`config.mk`:
```
export PLATFORM = sky130hd
export DESIGN_NAME = circular_queue_with_search_top_flat
export DESIGN_NICKNAME = d
export VERILOG_FILES = /design/src/hw/rtl/cqs_pkg.sv /design/src/hw/rtl/cqs_stream_if.sv /design/src/hw/rtl/circular_queue_with_search_top.sv /design/src/hw/rtl/cqs_ram.sv /design/src/flat_wrapper.sv
export SDC_FILE = /design/constraint.sdc
export NUM_CORES = 1
export LEC_CHECK = 0
export ABC_AREA = 1
export BUFFER_PORTS_ARGS = -buffer_cell sky130_fd_sc_hd__buf_2
export CAP_MARGIN = 40
export CORE_ASPECT_RATIO = 2
export CORE_UTILIZATION = 36
export DETAILED_ROUTE_END_ITERATION = 8
export PLACE_DENSITY_LB_ADDON = 0.3
export SKIP_CTS_REPAIR_TIMING = 1
export SLEW_MARGIN = 25
export SYNTH_ARGS = -nofsm -noshare
export SYNTH_HDL_FRONTEND = slang
export SYNTH_SLANG_ARGS = --single-unit
```
`constraint.sdc`:
```
create_clock -name clk -period 6.35 [get_ports clk]
set_input_delay 0.635 -clock clk [delete_from_list [all_inputs] [get_ports clk]]
set_output_delay 0.635 -clock clk [all_outputs]
set_load 0.02 [all_outputs]
```
`src/hw/rtl/cqs_pkg.sv`:
```
package cqs_pkg;

  localparam logic [2:0] CMD_ENQ    = 3'd0;
  localparam logic [2:0] CMD_DEQ    = 3'd1;
  localparam logic [2:0] CMD_SEARCH = 3'd2;
  localparam logic [2:0] CMD_SLOT   = 3'd3;
  localparam logic [2:0] CMD_CLEAR  = 3'd4;

  localparam logic [1:0] ST_OK    = 2'd0;
  localparam logic [1:0] ST_FULL  = 2'd1;
  localparam logic [1:0] ST_EMPTY = 2'd2;

  localparam int WORD_W  = 32;
  localparam int SLOT_W  = 4;
  localparam int COUNT_W = 4;

  typedef struct packed {
    logic [2:0]               command;
    logic signed [WORD_W-1:0] value;
    logic [SLOT_W-1:0]        slot_index;
  } req_t;

  typedef struct packed {
    logic [1:0]               status;
    logic signed [WORD_W-1:0] data;
    logic                     found;
    logic signed [WORD_W-1:0] front_value;
    logic [COUNT_W-1:0]       count;
  } rsp_t;

endpackage

```
`src/hw/rtl/cqs_stream_if.sv`:
```
interface cqs_stream_if #(
  parameter type payload_t = logic
);
  logic     valid;
  logic     ready;
  payload_t payload;

  modport source (output valid, output payload, input ready);
  modport sink (input valid, input payload, output ready);
endinterface

```
`src/hw/rtl/circular_queue_with_search_top.sv`:
```
// Circular FIFO of signed 32-bit words with value search and slot query.
// req channel: one request per item (command, value, slot_index); rsp
// channel: one result per request (status, data, found, front_value, count).
// Both channels use valid/ready; a transfer happens when both are high.
// Holds at most DEPTH-1 words; one storage slot always stays unused.
// A request is taken only when the sequencer is idle. Every request passes
// through the execute, front read and final states; a dequeue adds a state
// that takes the read word and advances head, and a search walks the entries
// until a hit or the tail. The next request is taken only after the result
// is loaded, so a new item is not accepted before the last one is done. The
// pace is set by the single read port of the storage RAM (one entry per cycle
// during a search) plus the read of the new head entry that every result reports.
// The result sits in an output register; the next request is accepted while
// it waits. If rsp is stalled when a second result is ready, the sequencer
// holds in its final state until the register frees.
// Reset (rst, synchronous) empties the queue and drops any pending result;
// storage contents are not cleared, and an unwritten entry never reaches a result.
module circular_queue_with_search_top #(
  parameter int DEPTH = 16
) (
  input  logic clk,
  input  logic rst,
  cqs_stream_if.sink   req,
  cqs_stream_if.source rsp
);
  import cqs_pkg::*;

  localparam int PW = (DEPTH > 1) ? $clog2(DEPTH) : 1;
  // one bit of headroom so DEPTH itself fits in the compare width
  localparam int CW = ((PW > SLOT_W) ? PW : SLOT_W) + 1;
  localparam logic [PW-1:0] LAST = PW'(DEPTH - 1);

  typedef enum logic [2:0] {
    S_IDLE, S_EXEC, S_DEQ, S_SEARCH, S_FRONT, S_FIN
  } state_t;

  state_t            state;
  logic [PW-1:0]     head, tail, ptr;
  logic [2:0]        cmd_q;
  logic [WORD_W-1:0] val_q;
  logic [SLOT_W-1:0] slot_q;
  logic [1:0]        status_q;
  logic [WORD_W-1:0] data_q;
  logic              found_q;

  logic              wr_en, rd_en;
  logic [PW-1:0]     rd_addr;
  logic [WORD_W-1:0] rd_data;

  logic              empty, full, slot_hit, hit, load_rsp;
  logic [PW-1:0]     head_adv, tail_adv, ptr_adv;
  logic [CW-1:0]     held_w, slot_w, head_w, tail_w;

  function automatic logic [PW-1:0] advance(input logic [PW-1:0] p);
    return (p == LAST) ? '0 : p + PW'(1);
  endfunction

  assign head_adv = advance(head);
  assign tail_adv = advance(tail);
  assign ptr_adv  = advance(ptr);
  assign empty    = (head == tail);
  assign full     = (tail_adv == head);
  assign hit      = (rd_data == val_q);
  assign load_rsp = (state == S_FIN) && (!rsp.valid || rsp.ready);

  assign head_w = CW'(head);
  assign tail_w = CW'(tail);
  assign slot_w = CW'(slot_q);
  assign held_w = (tail_w >= head_w) ? tail_w - head_w : CW'(DEPTH) - (head_w - tail_w);

  always_comb begin
    if (slot_w >= CW'(DEPTH)) begin
      slot_hit = 1'b0;
    end else if (head_w <= tail_w) begin
      slot_hit = (slot_w >= head_w) && (slot_w < tail_w);
    end else begin
      slot_hit = (slot_w >= head_w) || (slot_w < tail_w);
    end
  end

  // RAM port control
  always_comb begin
    wr_en   = 1'b0;
    rd_en   = 1'b0;
    rd_addr = head;
    case (state)
      S_EXEC: begin
        wr_en = (cmd_q == CMD_ENQ) && !full;
        rd_en = ((cmd_q == CMD_DEQ) || (cmd_q == CMD_SEARCH)) && !empty;
      end
      S_SEARCH: begin
        rd_en   = !hit && (ptr != tail);
        rd_addr = ptr;
      end
      S_FRONT: rd_en = 1'b1;
      default: ;
    endcase
  end

  cqs_ram #(
    .DEPTH (DEPTH),
    .WIDTH (WORD_W)
  ) u_ram (
    .clk     (clk),
    .wr_en   (wr_en),
    .wr_addr (tail),
    .wr_data (val_q),
    .rd_en   (rd_en),
    .rd_addr (rd_addr),
    .rd_data (rd_data)
  );

  assign req.ready = (state == S_IDLE);

  always_ff @(posedge clk) begin
    if (rst) begin
      state     <= S_IDLE;
      head      <= '0;
      tail      <= '0;
      rsp.valid <= 1'b0;
    end else begin
      if (load_rsp) begin
        rsp.valid <= 1'b1;
      end else if (rsp.ready) begin
        rsp.valid <= 1'b0;
      end
      case (state)
        S_IDLE: begin
          if (req.valid) begin
            cmd_q    <= req.payload.command;
            val_q    <= req.payload.value;
            slot_q   <= req.payload.slot_index;
            status_q <= ST_OK;
            data_q   <= '0;
            found_q  <= 1'b0;
            state    <= S_EXEC;
          end
        end
        S_EXEC: begin
          state <= S_FRONT;
          case (cmd_q)
            CMD_ENQ: begin
              if (full) begin
                status_q <= ST_FULL;
              end else begin
                tail <= tail_adv;
              end
            end
            CMD_DEQ: begin
              if (empty) begin
                status_q <= ST_EMPTY;
              end else begin
                state <= S_DEQ;
              end
            end
            CMD_SEARCH: begin
              if (empty) begin
                status_q <= ST_EMPTY;
              end else begin
                ptr   <= head_adv;
                state <= S_SEARCH;
              end
            end
            CMD_SLOT: begin
              if (empty) begin
                status_q <= ST_EMPTY;
              end else begin
                found_q <= slot_hit;
              end
            end
            CMD_CLEAR: begin
              head <= '0;
              tail <= '0;
            end
            default: ;
          endcase
        end
        S_DEQ: begin
          data_q <= rd_data;
          head   <= head_adv;
          state  <= S_FRONT;
        end
        S_SEARCH: begin
          // rd_data holds the entry just before ptr
          if (hit) begin
            found_q <= 1'b1;
            state   <= S_FRONT;
          end else if (ptr == tail) begin
            state <= S_FRONT;
          end else begin
            ptr <= ptr_adv;
          end
        end
        S_FRONT: state <= S_FIN;
        S_FIN: begin
          if (load_rsp) begin
            rsp.payload.status      <= status_q;
            rsp.payload.data        <= data_q;
            rsp.payload.found       <= found_q;
            rsp.payload.front_value <= empty ? '0 : rd_data;
            rsp.payload.count       <= held_w[COUNT_W-1:0];
            state                   <= S_IDLE;
          end
        end
        default: state <= S_IDLE;
      endcase
    end
  end

  a_ptr_range: assert property (@(posedge clk) disable iff (rst)
    (head <= LAST) && (tail <= LAST))
    else $error("queue pointer beyond storage");

  a_search_nonempty: assert property (@(posedge clk) disable iff (rst)
    (state == S_SEARCH) |-> (head != tail))
    else $error("search walk on an empty queue");

  a_enq_advance: assert property (@(posedge clk) disable iff (rst)
    (state == S_EXEC && cmd_q == CMD_ENQ && !full) |=> (tail == advance($past(tail))))
    else $error("tail did not advance after enqueue");

  a_rsp_from_fin: assert property (@(posedge clk) disable iff (rst)
    $rose(rsp.valid) |-> ($past(state) == S_FIN))
    else $error("result loaded outside final state");

  a_deq_head: assert property (@(posedge clk) disable iff (rst)
    (state == S_DEQ) |=> (head == advance($past(head))) && (tail == $past(tail)))
    else $error("dequeue pointer update wrong");
endmodule

```
`src/hw/rtl/cqs_ram.sv`:
```
module cqs_ram #(
  parameter int DEPTH = 16,
  parameter int WIDTH = 32
) (
  input  logic                     clk,
  input  logic                     wr_en,
  input  logic [$clog2(DEPTH)-1:0] wr_addr,
  input  logic [WIDTH-1:0]         wr_data,
  input  logic                     rd_en,
  input  logic [$clog2(DEPTH)-1:0] rd_addr,
  output logic [WIDTH-1:0]         rd_data
);
  logic [WIDTH-1:0] mem [DEPTH];

  always_ff @(posedge clk) begin
    if (wr_en) begin
      mem[wr_addr] <= wr_data;
    end
  end

  always_ff @(posedge clk) begin
    if (rd_en) begin
      rd_data <= mem[rd_addr];
    end
  end
endmodule

```
`src/flat_wrapper.sv`:
```
// flat-port wrapper written by rule: the top's interface ports become plain ports
module circular_queue_with_search_top_flat import cqs_pkg::*;
#(
  parameter int DEPTH = 16
)
  (clk, rst, req_valid, req_payload, req_ready, rsp_valid, rsp_payload, rsp_ready);
  cqs_stream_if #(.payload_t(req_t)) req_i ();
  cqs_stream_if #(.payload_t(rsp_t)) rsp_i ();
  input  logic clk;
  input  logic rst;
  input wire logic [$bits(req_i.valid)-1:0] req_valid;
  input wire logic [$bits(req_i.payload)-1:0] req_payload;
  output wire logic [$bits(req_i.ready)-1:0] req_ready;
  output wire logic [$bits(rsp_i.valid)-1:0] rsp_valid;
  output wire logic [$bits(rsp_i.payload)-1:0] rsp_payload;
  input wire logic [$bits(rsp_i.ready)-1:0] rsp_ready;
  assign req_i.valid = req_valid;
  assign req_i.payload = req_payload;
  assign req_ready = req_i.ready;
  assign rsp_valid = rsp_i.valid;
  assign rsp_payload = rsp_i.payload;
  assign rsp_i.ready = rsp_ready;
  circular_queue_with_search_top #(.DEPTH(DEPTH)) u_core (.clk(clk), .rst(rst), .req(req_i), .rsp(rsp_i));
endmodule
```
# --- After elaboration in Yosys (flattened, before gate mapping) ---
# Memories as Yosys holds them, arrays and structs flattened. A register that Yosys moved wholly into a read port is not among the register bits.
# Index checks and enable logic that the tools add are counted.
totals:
  ff_bits: 161
  ramBits: 512
  in_bits: 43
  wordCells: 133
  mem_count: 1
mem_list:
  columns: ["memory", "words", "width", "read_ports", "rd_clocked_by_memory_dff", "wr", "line", "rtl"]
  rows:
  - ["u_core.u_ram.mem", 16, 32, 1, 1, 1, "cqs_ram.sv:13", "logic [WIDTH-1:0] mem [DEPTH];"]
classes:
  n_addsub: 6
  n_lt_le_gt_ge: 5
  eq_ne: 31
  muxes: 42
  bitwise: 1
  n_reduce_logical: 31
op_table:
  columns: ["op", "count"]
  rows:
  - ["$pmux 32 s2", 1]
  - ["$mux 4", 11]
  - ["$eq 32x32->1", 1]
  - ["$mux 32", 1]
  - ["$pmux 4 s2", 3]
  - ["$mux 3", 6]
  - ["$pmux 3 s6", 1]
  - ["$reduce_and 6->1", 3]
  - ["$reduce_and 3->1", 5]
  - ["$add 4x1->4 const B", 3]
  - ["$eq 3x2->1 const B", 4]
  - ["$eq 4x4->1", 3]
  - ["$eq 4x4->1 const B", 3]
  - ["$ne 2x2->1 const B", 6]
  - ["$reduce_bool 2->1", 6]
  - ["$mux 1", 11]
  - ["$eq 3x3->1 const B", 3]
  - ["$ne 3x2->1 const B", 3]
  - ["$ge 4x4->1", 2]
  - ["$ne 2x1->1 const B", 4]
  - ["$pmux 2 s2", 2]
  - ["$sub 4x4->4", 2]
  - ["$eq 3x1->1 const B", 2]
  - ["$logic_not 3->1", 2]
  - ["16 further kinds", 28]

# --- Depth between registers and ports, before layout ---
depth:
  ltp_word: 8
  mapped_depth: 13
  ltp_nobuf: 13

# --- By module ---
# From an unflattened synthesis, not the netlist that was laid out.
unflattened:
  cells_unflattened: 2676
  area_unflattened_um2: 29718.5
by_module_without_submodules:
  columns: ["module", "instances", "cells_each", "area_per_inst_um2", "seq_area_each_um2"]
  rows:
  - ["cqs_ram", 1, 2120, 23050.9, 16335.7]
  - ["circular_queue_with_search_top", 1, 556, 6667.6, 4714.5]

# --- Worst setup path before layout ---
# OpenSTA, ideal clock, no wires.
synth_timing:
  kind: "input-to-reg"
  from: "input port rst"
  to: "register u_core.rsp.payload[0] (netlist name)"
  setup_ns: 0.587
  t_arrival_ns: 5.683
  required_time_ns: 5.763
  path_slack_ns: 0.080
  stages: 2
  path_cell_list: "clkbuf_1 > nor3_1"
synth_via:
  elab_chain_cells: 2
synth_lines:
  columns: ["element", "line", "rtl"]
  rows:
  - ["start: declaration", "flat_wrapper.sv:10", "input logic rst;"]
  - ["$not 1->1 (no source line)", null, null]
  - ["$reduce_and 3->1 (no source line)", null, null]
# Every way passes these cells.
# A chain may end at the register's enable or synchronous reset.

# --- Final worst setup path ---
layout_timing:
  from: "register u_core.tail[1]"
  to: "memory u_core.u_ram.mem[12][6], enable pin"
layout_via:
  elab_chain_cells: 8
layout_lines:
  columns: ["element", "line", "rtl"]
  rows:
  - ["start: declaration", "circular_queue_with_search_top.sv:38", "logic [PW-1:0] head, tail, ptr;"]
  - ["start signal: assignment", "circular_queue_with_search_top.sv:146", "tail <= tail_adv;"]
  - ["$add 4x1->4 or $eq 4x4->1 (tied branches)", "circular_queue_with_search_top.sv:55", "return (p == LAST) ? '0 : p + PW'(1);"]
  - ["$mux 4", "circular_queue_with_search_top.sv:55", null]
  - ["$eq 4x4->1", "circular_queue_with_search_top.sv:62", "assign full = (tail_adv == head);"]
  - ["$logic_not 1->1", "circular_queue_with_search_top.sv:88", "wr_en = (cmd_q == CMD_ENQ) && !full;"]
  - ["$logic_and 1x1->1", "circular_queue_with_search_top.sv:88", null]
  - ["$mux 1", "circular_queue_with_search_top.sv:86", "case (state)"]
  - ["$mux 1", "cqs_ram.sv:16", "if (wr_en) begin"]
  - ["$mux 1 (implied by the code)", "cqs_ram.sv:17", "mem[wr_addr] <= wr_data;"]
  - ["end: declaration", "cqs_ram.sv:13", null]
# Several ways; a longest one is shown, not always the timed one.

==> results.sh <==
export IMPL_outcome="completed"
export IMPL_cts_tree="yes"
export IMPL_seqCellArea_um2=21100
export IMPL_synth_top_family_by_area="simple AND/OR/NAND/NOR gates"
export IMPL_ios=116
export IMPL_p_clk_share_pct=39.1
export IMPL_synth_mux_area_share_pct=0
export IMPL_synth_simple_area_share_pct=10.3
export IMPL_vias_per_cell=5.04
export IMPL_hold_viol_final=0
export IMPL_drv_slew=0
export IMPL_async_flop_share_pct=0
export IMPL_ys_types=36
export IMPL_synth_warnings=0
export IMPL_drive_gt1_share_pct=12.0
export IMPL_syn_inst=2166
export IMPL_yosys_area_top_type="edfxtp_1"
export IMPL_relSlewSlack_pct=40.2
export IMPL_pwr_share_comb_pct=3.9
export IMPL_dr_first_iter_drc_count=1583
export IMPL_cts_path_max_buffers=3
export IMPL_syn_area_per_cell_um2=12.9
export IMPL_die_width_um=199
export IMPL_ir_worst_vdd_mv=0.217
export IMPL_coreArea_um2=77100
export IMPL_dieArea_um2=79100
export IMPL_grt_usage_pct=17.6
export IMPL_worst_slew_pin_slew_ps=897
export IMPL_fill_cells=7241
export IMPL_pre_cts_slack_ps=2830
export IMPL_setup_slack_ps=2830
export IMPL_synthAdderAreaFrac_pct=0.830
export IMPL_grt_pass1_vias=16800
export IMPL_htree_levels=2
export IMPL_die_h_um=397
export IMPL_switching_share_pct=21.7
export IMPL_start_util_pct=36.4
export IMPL_vias=16800
export IMPL_drv_cap=0
export IMPL_max_freq_mhz=284
export IMPL_insertion_delay_ps=620
export IMPL_cts_made_buffers=58
export IMPL_ys_seq_area_share_pct=75.1
export IMPL_wire_per_inst_um=20.7
export IMPL_multiInputGateArea_um2=5950
export IMPL_diodes=0
export IMPL_critPathMaxFanout=25
export IMPL_cts_root_buf="clkbuf_16"
export IMPL_tns_ps=0
export IMPL_required_ps=6610
export IMPL_dp_hpwl_um=38800
export IMPL_power_share_sequential_pct=57.0
export IMPL_grt_max_degree=197
export IMPL_hold_class="input pin to flip-flop"
export IMPL_fin_util_pct=41.3
export IMPL_synth_xor_area_share_pct=0.999
export IMPL_areaGrowthSynthToFinish_pct=13.4
export IMPL_yosysTopAreaCellShare_pct=74.2
export IMPL_synth_ff_type="edfxtp_1"
export IMPL_synth_compound_area_share_pct=8.62
export IMPL_rows=144
export IMPL_worstPathArrival_ps=3780
export IMPL_period_needed_ps=3520
export IMPL_synthTopCellsByArea="edfxtp_1, nor2_1, o21ai_0, o211ai_1, nand3_1"
export IMPL_yosys_top_cells_count="edfxtp_1, nor2_1, o21ai_0"
export IMPL_leakage_nw=11.0
export IMPL_grt_overflow_total=0
export IMPL_setup_violations=0
export IMPL_ys_ff_latch=705
export IMPL_path_clk_slew_ps=70
export IMPL_port_buffers=115
export IMPL_nets=2337
export IMPL_cp_start_kind="flip-flop"
export IMPL_postRouteAntennaNets=0
export IMPL_syn_area_um2=28000
export IMPL_antenna_found_initial=2
export IMPL_p_int_w=0.00723
export IMPL_place_gp_congestion=0.881
export IMPL_rsz0062_at_grt="false"
export IMPL_synth_most_common_cell="edfxtp_1"
export IMPL_drt_wl_total_um=69100
export IMPL_fin_crit_sh_pct=55.4
export IMPL_path_class="flip-flop to flip-flop"
export IMPL_finClkSkew_ps=16.4
export IMPL_endpoint_kind="flip-flop"
export IMPL_first_pass_iters=5
export IMPL_drcViolationCount=0
export IMPL_grt_pass1_wl_um=104000
export IMPL_p_switching_w=0.00200
export IMPL_synth_edf_count=693
export IMPL_power_density_nw_per_um2=290
export IMPL_cts_sinks=705
export IMPL_mappedNetlistNets=2227
==> power by group through the flow <==
stage,clock network [W],logic (W),registers [W]
6_report,0.00361,0.000357,0.00527
5_1_grt,0.00384,0.000401,0.00527
4_1_cts,0.00369,0.000363,0.00527
3_5_place_dp,0,0.000362,0.00537
3_3_place_gp,0,0.000351,0.00537
2_1_floorplan,0,0.000210,0.00536
==> stage by stage <==
stage | instance area, um2 | total power (W) | hold slack (ps) | cells
after global placement | 29800 | 0.00572 | 403 | 3232
after global routing | 31800 | 0.00952 | 170 | 3341
after floorplan | 28000 | 0.00557 | 400 | 2166
final | 31800 | 0.00923 | 191 | 3341
after CTS | 31800 | 0.00932 | 157 | 3338
after detailed placement | 29900 | 0.00573 | 405 | 3235
==> cell usage in the layout (no fill, tap or decap), types with 17 or more instances in the layout <==
cell type,n
buf_2,115
o21ai_0,234
nand3_1,141
o211ai_1,98
clkbuf_16,58
buf_4,40
ha_1,17
edfxtp_1,693
nand2_1,159
a21oi_1,17
o21ai_1,65
nor2_1,381
inv_1,162
xnor2_1,27
==> flip-flops by register name, summed over array words and instances, names as in the netlist <==
name and count:
u_core.tail 4, u_core.cmd_q 3, u_core.val_q 32, u_core.head 4
u_core.status_q 2, u_core.slot_q 4, u_core.u_ram.mem 512, u_core.state 3
u_core.found_q 1, u_core.rsp.payload 71, u_core.u_ram.rd_data 32, u_core.ptr 4
u_core.rsp.valid 1, u_core.data_q 32
==> path summary, 6_finish.rpt <==
check	startpoint	to	slack [ps]	depth (start not counted)
setup / recovery	u_core.tail[1]	u_core.u_ram.mem[12][6]	2830	8
hold / removal	req_payload[12]	u_core.val_q[8]	190	1
setup reg to reg	u_core.tail[1]	u_core.u_ram.mem[12][6]	2830	8
hold reg to reg	u_core.data_q[10]	u_core.rsp.payload[47]	420	0
==> area by class of cell <==
type | instances | share of cell area (%)
Clock buffer | 64 | 4.63
Clock inverter | 39 | 1.25
Inverter | 167 | 2.00
Multi-Input combinational cell | 1182 | 18.7
Sequential cell | 705 | 66.2
Tap cell | 1022 | 4.02
Timing Repair Buffer | 162 | 3.23
==> worst max-delay path, stage by stage, from the launching register on <==
cell	delay [ps]
dfxtp_1	480
inv_1	190
ha_1	350
o21ai_0	200
nor2_1	70
nand3_1	120
nand3_2	430
nor3_2	770
buf_4	520
==> routing by layer <==
layer  vias up  wire length, um  GRT usage (%)
li1       7931                -              -
met1      8242            27300           21.0
met2       523            36100           32.0
met3       136             3160           1.88
met4         2             2570           7.02
met5         -               13              0
==> kinds of logic after synthesis <==
kind of cell / Yosys count
AOI/OAI and AO/OA: 425
xor gates and xnor gates: 32
adders and majority gates: 18
buffers and inverters: 279
DFF: 705
and+or+nand+nor: 707
Power figures use the tool's default switching activity.
